### src/design/swrms_pkg.sv
// Shared constants, sizes and the window store request type of the
// sliding-window true-RMS meter. No dependencies.
`default_nettype none

package swrms_pkg;

   // Block size
   localparam int CHANNELS = 7;
   localparam int WINDOW   = 80;

   // Field widths
   localparam int CH_W      = 3;
   localparam int RAW_W     = 16;
   localparam int SAMPLE_W  = 12;
   localparam int RMS_W     = 12;
   localparam int ZERO_W    = 13;
   localparam int OFFSET_W  = 8;
   localparam int SUM_W     = 28;
   localparam int CSR_IDX_W = 1;

   // Derived sizes
   localparam int SLOT_W = $clog2(WINDOW);
   localparam int DEPTH  = CHANNELS * WINDOW;
   localparam int ADDR_W = $clog2(DEPTH);

   // Sample path
   localparam int CODE_W           = 13;
   localparam int DIFF_W           = 14;
   localparam int MAG_W            = 13;
   localparam int QMAG_W           = 11;
   localparam int LEFT_ALIGN_LIMIT = 4096;
   localparam int SCALE_Q16        = 23383;
   localparam int SAMPLE_LIMIT     = 1462;

   // Shared multiplier and root search
   localparam int MUL_W     = 16;
   localparam int PROD_W    = 2 * MUL_W;
   localparam int ROOT_BITS = 11;
   localparam int BIT_W     = $clog2(ROOT_BITS);
   localparam int ODD_W     = ROOT_BITS + 1;
   localparam int LHS_W     = SUM_W + 2;
   localparam int CMP_W     = 2 * ODD_W + 10;

   localparam longint unsigned SUM_MAX =
      longint'(WINDOW) * longint'(SAMPLE_LIMIT) * longint'(SAMPLE_LIMIT);

   // Reset values of the registers
   localparam logic [ZERO_W-1:0]   ZERO_RESET   = ZERO_W'(2048);
   localparam logic [OFFSET_W-1:0] OFFSET_RESET = OFFSET_W'(10);

   // Register indexes
   localparam logic [CSR_IDX_W-1:0] CSR_ZERO_CODE  = CSR_IDX_W'(0);
   localparam logic [CSR_IDX_W-1:0] CSR_RMS_OFFSET = CSR_IDX_W'(1);

   typedef struct packed {
      logic                rd_en;
      logic                wr_en;
      logic [ADDR_W-1:0]   addr;
      logic [SAMPLE_W-1:0] wdata;
   } win_req_type;

endpackage

`default_nettype wire

### src/design/swrms_mul.sv
// Shared unsigned multiplier with a registered product.
// Depends on swrms_pkg for the operand width.
`default_nettype none

module swrms_mul (
   input  wire logic                        clock,
   input  wire logic [swrms_pkg::MUL_W-1:0]  mul_a,
   input  wire logic [swrms_pkg::MUL_W-1:0]  mul_b,
   output logic      [swrms_pkg::PROD_W-1:0] mul_p
);
   import swrms_pkg::*;

   logic [PROD_W-1:0] prod_ff;
   logic [PROD_W-1:0] prod_in;

   assign prod_in = PROD_W'(mul_a) * PROD_W'(mul_b);
   assign mul_p   = prod_ff;

   always_ff @(posedge clock) begin
      prod_ff <= prod_in;
   end

endmodule

`default_nettype wire

### config.mk
export PLATFORM = sky130hd
export DESIGN_NAME = swrms_mul
export DESIGN_NICKNAME = d
export VERILOG_FILES = /design/src/design/swrms_pkg.sv /design/src/design/swrms_mul.sv
export SDC_FILE = /design/constraint.sdc
export NUM_CORES = 1
export LEC_CHECK = 0
export ABC_AREA = 1
export BUFFER_PORTS_ARGS = -buffer_cell sky130_fd_sc_hd__buf_4
export CAP_MARGIN = 0
export CORE_MARGIN = 2
export CORE_UTILIZATION = 58
export DETAILED_ROUTE_END_ITERATION = 6
export GPL_ROUTABILITY_DRIVEN = 0
export PLACE_DENSITY = 0.9
export SLEW_MARGIN = 10
export SYNTH_ARGS = -nofsm -noshare
export SYNTH_HDL_FRONTEND = slang
export SYNTH_SLANG_ARGS = --single-unit
### constraint.sdc
create_clock -name clock -period 5.4 [get_ports clock]
set_clock_uncertainty 0.05 [all_clocks]
set_input_delay 0.54 -clock clock [delete_from_list [all_inputs] [get_ports clock]]
set_output_delay 0.54 -clock clock [all_outputs]
set_load 0.02 [all_outputs]
Word-level counts from Yosys, hierarchy flattened:

Cells that the tools add are included.

* bits of input ports: 33
* bits in registers: 32
* logic and storage cells: 2
* output and inout bits: 32

* multipliers: 1

Operator list (number)
* multiplier 16 x 16 -> 32 bit: 1

Depth between registers and ports, before layout:

Gate-level depths: netlist (run 1).

* depth in word-level cells: 1
* depth in mapped cells: 25
* mapped depth without buffers: 23

Worst setup path before layout (run 1):

Ideal clock, no wire load.

* kind: input to register
* start: input port mul_b[7] in the netlist's numbering
* end: register prod_ff[28], in the netlist mul_p[28]
* setup time: 0.112 ns
* required time: 5.238 ns
* setup slack: -0.061 ns
* arrival time: 5.299 ns
* stages on the path: 25
* path through: clkbuf_1 clkbuf_1 nand2_1 fa_1 inv_1 fa_1 inv_1 fa_1 inv_1 fa_1 fa_1 inv_1 fa_1 inv_1 ha_1 nand2_2 inv_1 nand2_1 nand2_1 nand2_1 nand2_1 a21oi_1 nand2_1 nand2_1 nand2_1

* cells in the longest elaborated chain, start to end: 1

Ends and longest elaborated chain
* start: declaration: RTL line swrms_mul.sv:8 `input wire logic [swrms_pkg::MUL_W-1:0] mul_b,`
* multiplier 16 x 16 -> 32 bit: RTL line swrms_mul.sv:16 `assign prod_in = PROD_W'(mul_a) * PROD_W'(mul_b);`
* net prod_in[28]: RTL line swrms_mul.sv:14 `logic [PROD_W-1:0] prod_in;`
* end signal: assignment: RTL line swrms_mul.sv:20 `prod_ff <= prod_in;`
* end: declaration: RTL line swrms_mul.sv:13 `logic [PROD_W-1:0] prod_ff;`

The timed path passes the listed nets, and every way through them passes these cells.

Worst setup path in the final report (run 1):

* start: input port mul_a[5] in the netlist's numbering
* end: register prod_ff[31], in the netlist mul_p[31]

* cells in the longest elaborated chain, start to end: 1

Ends and longest elaborated chain
* start: declaration: RTL line swrms_mul.sv:7 `input wire logic [swrms_pkg::MUL_W-1:0] mul_a,`
* multiplier 16 x 16 -> 32 bit: RTL line swrms_mul.sv:16
* net prod_in[31]: RTL line swrms_mul.sv:14

The timed path passes the listed nets, and every way through them passes these cells.

==> results of run 1 <==
==> worst paths after layout <==
kind	start	end	slack, ns	depth (start not counted)
setup / recovery	mul_a[5]	mul_p[31]	0.15	21
hold / removal	mul_b[0]	mul_p[0]	0.55	3
==> layer usage <==
| layer | global-route usage (%) | part of all wire (%) | wire (µm) |
|---|---|---|---|
| met5 | 0 | 0 | 0 |
| met4 | 14.8 | 4.9 | 1270 |
| met3 | 5.93 | 9.0 | 2310 |
| met2 | 51.3 | 51 | 13100 |
| met1 | 34.2 | 35 | 9020 |
==> cell usage in the layout (no fill, tap or decap), drive strengths merged <==
cell and count:
nor3 1, ha 104, o21bai 1, and2 1, nand3 32, fa 194
a21oi 17, nand2 458, nor2 39, xor2 15, xnor2 3, dfxtp 32
buf 93, clkbuf 7, nand4 4, nand3b 2, inv 433, a21o 1
==> logic make-up (layout without fill, tap and decap cells) <==
kind of cell	Yosys count	in the layout	synth area share, %
xor+xnor	18	18	1.55
flops	32	32	6.31
simple gates	537	537	21.7
compound gates	19	19	0.986
buf+inv	497	533	18.4
fa+ha+maj	298	298	51.1
==> final cells by class <==
class / count / area, µm²
clock buffers: 7 / 153
fillers: 1363 / 6110
inverters: 433 / 1630
multi-input cells: 872 / 7660
flip-flops and latches: 32 / 641
well taps: 225 / 282
repair buffers: 93 / 698
==> through the flow <==
stage,area (µm²),setup slack [ns],utilization (%)
3_5_place_dp,10900,-0.0567,63.4
4_1_cts,11000,0.195,64.3
5_1_grt,11100,0.000198,64.4
3_3_place_gp,10900,-0.00167,63.4
2_1_floorplan,10200,0.00171,-
6_report,11100,0.151,64.4
==> impl_metrics.py, run 1 <==
metrics = {
    "outcome": {
        "status": "complete, no violations",
    },
    "timing": {
        "maxSlewViolCount": 0,
        "slew-limit-headroom_pct": 78.7,
        "worst_pin_slew_ns": 0.318,
        "fin_crit_ns": 5.25,
        "finalSetupViolations": 0,
        "hold_violations": 0,
        "fmaxAchievable_mhz": 191,
        "fin_setup_tns_ns": 0,
        "rsz0062_at_grt": "false",
        "post-route-period-util_pct": 97.2,
        "hold_slack_ns": 0.551,
    },
    "clock_tree": {
        "clock-root-buffer": "clkbuf_16",
        "cts-buffers-inserted": 5,
        "cts-resized-gates": 0,
        "ctsLongestPathBuffers": 2,
        "cts_setup_buffers": 0,
        "cts_hold_buffers": 0,
        "cts_tree": "done",
        "cts-htree-levels": 2,
        "cts_sinks": 32,
        "clk_pin_slew_ns": 0.06,
    },
    "synth": {
        "synthesis.nets": 1732,
        "ys_async_sr_fraction_pct": 0,
        "synth_cells": 1401,
        "synth_area_leaders": "fa_1 (38%), nand2_1 (16%), inv_1 (16%)",
        "yosysMostFrequentCell": "nand2_1",
        "syn_area_mm2": 0.0102,
        "syn_area_per_cell_um2": 7.25,
        "yosysTopAreaCell": "fa_1",
        "ys_types": 22,
        "ys_ff_latch": 32,
        "synth_edf_count": 0,
        "synth_ff_type": "dfxtp_1",
        "yosysSeqAreaShare_pct": 6.31,
        "yosysTopAreaCellShare_pct": 38.3,
        "ys_top_cells_by_count": "nand2_1 (444), inv_1 (432), fa_1 (194), ha_1 (104), clkbuf_1 (64)",
        "yosysWarnings": 0,
    },
    "drt": {
        "vias": 8679,
        "drc_errors": 0,
        "drt-total-wl_mm": 25.7,
        "drt_first_iter_violations": 614,
        "antenna_left": 0,
        "viasPerCell": 5.22,
        "wl_per_cell_um": 15.4,
        "firstDrtPassIters": 5,
    },
    "floorplanning": {
        "row_count": 48,
        "die_w_um": 136,
        "initial_utilization_pct": 59.1,
        "fp.dieH_um": 136,
        "die_area_mm2": 0.0186,
        "core-area_mm2": 0.0172,
        "ios": 65,
    },
    "setup_path": {
        "cp.arrival_ns": 5.38,
        "worstSetupEndpointType": "flip-flop",
        "critPathMaxFanout": 12,
        "critPathLaunchType": "input pin",
        "crit_buf_inv": 6,
        "path_cells": "buf_4, nand2_1, inv_1, fa_1, inv_1, fa_1, inv_1, fa_1, fa_1, fa_1, inv_1, fa_1, inv_1, ha_1, nand2_1, nor2_1, nand2_1, nor2_1, nand2_1, nand3_1, nand2_1",
        "crit_type": "input pin to flip-flop",
        "worst-endpoint-required_ns": 5.53,
        "slowest_stage": "fa_1",
        "cpMostUsedCell": "fa_1",
        "critical_path.top_delay_family": "adder cells",
        "slowest_delay_ns": 0.56,
    },
    "place": {
        "port_buffers": 64,
        "dp_cells": 1655,
        "dp_hpwl_mm": 21.5,
    },
    "global_routing": {
        "grtUsageTotal_pct": 29.4,
        "grt_pass1_vias": 9345,
        "grt_max_degree": 17,
        "overflow": 0,
        "antenna_found_initial": 0,
        "grt_first_pass_wirelength_mm": 42.7,
    },
    "flow_run": {
        "drv_cap": 0,
    },
    "finish": {
        "largest_reg_flops": 32,
        "nets": 1768,
        "drive_gt1_share_pct": 9.32,
        "antenna_cells": 0,
        "syn_to_final_growth_pct": 8.95,
        "stdcell_count": 1662,
    },
    "hold_path": {
        "min_path_type": "input pin to flip-flop",
    },
}
Power of run 1 is left out: the tool's default activity adds up to more than one toggle a clock period on the data nets, which glitch-free logic cannot reach.
==> run 2: changes to the inputs <==
- CORE_UTILIZATION: 58 -> 69
- PLACE_DENSITY: 0.9 -> 0.95
- clock period: 5.4 -> 6.7 ns (I/O delays scaled with it)
==> run 2 against run 1 <==
Against the previous run: cell area fell by 2.3%; non-clock buffer count fell by 29; count of clock-buffer cells in the layout did not move; flip-flop and latch count did not move; routed wire length rose by 1.2%; die area fell by 15%; critical path depth did not move; via count rose by 1.6%; worst setup slack improved by 1.1 ns; first-iteration DRC count rose by 36%; core utilization rose by 10 points; sequential share of layout area rose by 0.14 points; critical path type unchanged; critical endpoint unchanged; largest cell class unchanged.
==> impl_metrics.py, run 2 (synthesized netlist as in run 1, its figures left out) <==
metrics = {
    "timing": {
        "finalSetupViolations": 0,
        "post-route-period-util_pct": 81.3,
        "hold_violations": 0,
        "fin_crit_ns": 5.45,
        "fmaxAchievable_mhz": 183,
        "slew-limit-headroom_pct": 81.6,
        "rsz0062_at_grt": "false",
        "maxSlewViolCount": 0,
        "worst_pin_slew_ns": 0.275,
        "fin_setup_tns_ns": 0,
    },
    "setup_path": {
        "path_cells": "buf_4, nand2_1, fa_1, inv_1, fa_1, inv_1, fa_1, inv_1, fa_1, fa_1, inv_1, fa_1, inv_1, ha_1, nand2_2, nor2_2, nand3_1, nand3_2, nand2_1, nand3_1, nand2_1",
        "slowest_stage": "fa_1",
        "critical_path.top_delay_family": "adder cells",
        "crit_end": "mul_p[31]",
        "crit_type": "input pin to flip-flop",
        "crit_buf_inv": 6,
        "worst-endpoint-required_ns": 6.83,
        "slowest_delay_ns": 0.55,
        "worstSetupEndpointType": "flip-flop",
        "cp-startpoint": "mul_a[7]",
        "cp.arrival_ns": 5.58,
        "critPathLaunchType": "input pin",
        "critPathMaxFanout": 16,
        "cpMostUsedCell": "fa_1",
        "cp.depth": 21,
    },
    "floorplanning": {
        "initial_utilization_pct": 70.1,
        "ios": 65,
        "die_w_um": 125,
        "fp.dieH_um": 125,
        "row_count": 44,
        "die_area_mm2": 0.0157,
        "core-area_mm2": 0.0145,
    },
    "clock_tree": {
        "cts_setup_buffers": 0,
        "clk_pin_slew_ns": 0.06,
        "cts_hold_buffers": 0,
        "cts-buffers-inserted": 5,
        "cts-resized-gates": 0,
        "ctsLongestPathBuffers": 2,
        "clock-root-buffer": "clkbuf_16",
        "cts_tree": "done",
        "cts_sinks": 32,
        "cts-htree-levels": 2,
    },
    "global_routing": {
        "grtUsageTotal_pct": 34.7,
        "grt_first_pass_wirelength_mm": 43.6,
        "grt_pass1_vias": 9539,
        "antenna_found_initial": 0,
        "overflow": 0,
        "grt_max_degree": 17,
    },
    "finish": {
        "drive_gt1_share_pct": 7.24,
        "antenna_cells": 0,
        "syn_to_final_growth_pct": 6.43,
        "largest_reg_flops": 32,
        "layout_common_cells": "nand2_1 (444), inv_1 (432), fa_1 (194)",
        "final_common_cell": "nand2_1",
        "nets": 1739,
    },
    "drt": {
        "drc_errors": 0,
        "wl_per_cell_um": 16.3,
        "drt-total-wl_mm": 26.0,
        "vias": 8819,
        "drt_first_iter_violations": 832,
        "firstDrtPassIters": 5,
        "viasPerCell": 5.54,
        "antenna_left": 0,
    },
    "outcome": {
        "status": "complete, no violations",
    },
    "flow_run": {
        "drv_cap": 0,
    },
    "hold_path": {
        "min_from": "mul_a[0]",
        "min_path_type": "input pin to flip-flop",
        "min_path_cells": 3,
    },
    "place": {
        "port_buffers": 64,
        "dp_hpwl_mm": 20.7,
    },
}
run 2: cell types whose count changed in the layout (fill, tap and decap cells not counted):
cell       before  now
buf_4          93   64
fa_1          192  194
fa_2            2    0
a21oi_1        16   17
a21oi_2         1    0
bufinv_16       0    1
ha_1          103  104
ha_2            1    0
nor2_2          2    3
nor2_4          5    4
run 2: how the worst min path moves through the flow:
stage / end / slack (ns)
after floorplan: mul_p[0] / 0.90
after global placement: mul_p[0] / 0.96
after detailed placement: mul_p[0] / 0.98
after CTS: mul_p[0] / 0.69
after global routing: mul_p[0] / 0.71
final: mul_p[0] / 0.70
run 2: final cells by class:
| type | instances | area, µm² |
|---|---|---|
| clock inverters | 1 | 30.0 |
| flip-flops and latches | 32 | 641 |
| clock buffers | 7 | 153 |
| multi-input cells | 872 | 7650 |
| repair buffers | 64 | 480 |
| inverters | 433 | 1630 |
| fillers | 954 | 3670 |
| well taps | 184 | 230 |
run 2: worst min-delay path: cells and delay by family:
family,cells,cell delay (ns)
buffers and inverters,2,0.23
AND/OR/NAND/NOR,1,0.08
run 2: layer usage:
metal,GRT usage (%),routed length (µm)
met1,40.9,8720
met2,58.8,12800
met3,8.00,2900
met4,18.9,1510
met5,0,0
run 2: stage by stage:
stage	hold slack (ns)	worst slack [ns]	std cells	util [%]	area, µm²
2_1_floorplan	0.897	1.11	1401	-	10200
3_3_place_gp	0.960	1.12	1585	73.4	10600
3_5_place_dp	0.983	1.01	1585	73.4	10600
4_1_cts	0.687	1.29	1593	74.6	10800
5_1_grt	0.710	0.965	1593	74.6	10800
6_report	0.699	1.25	1593	74.6	10800
Power of run 2 is left out for the same reason.
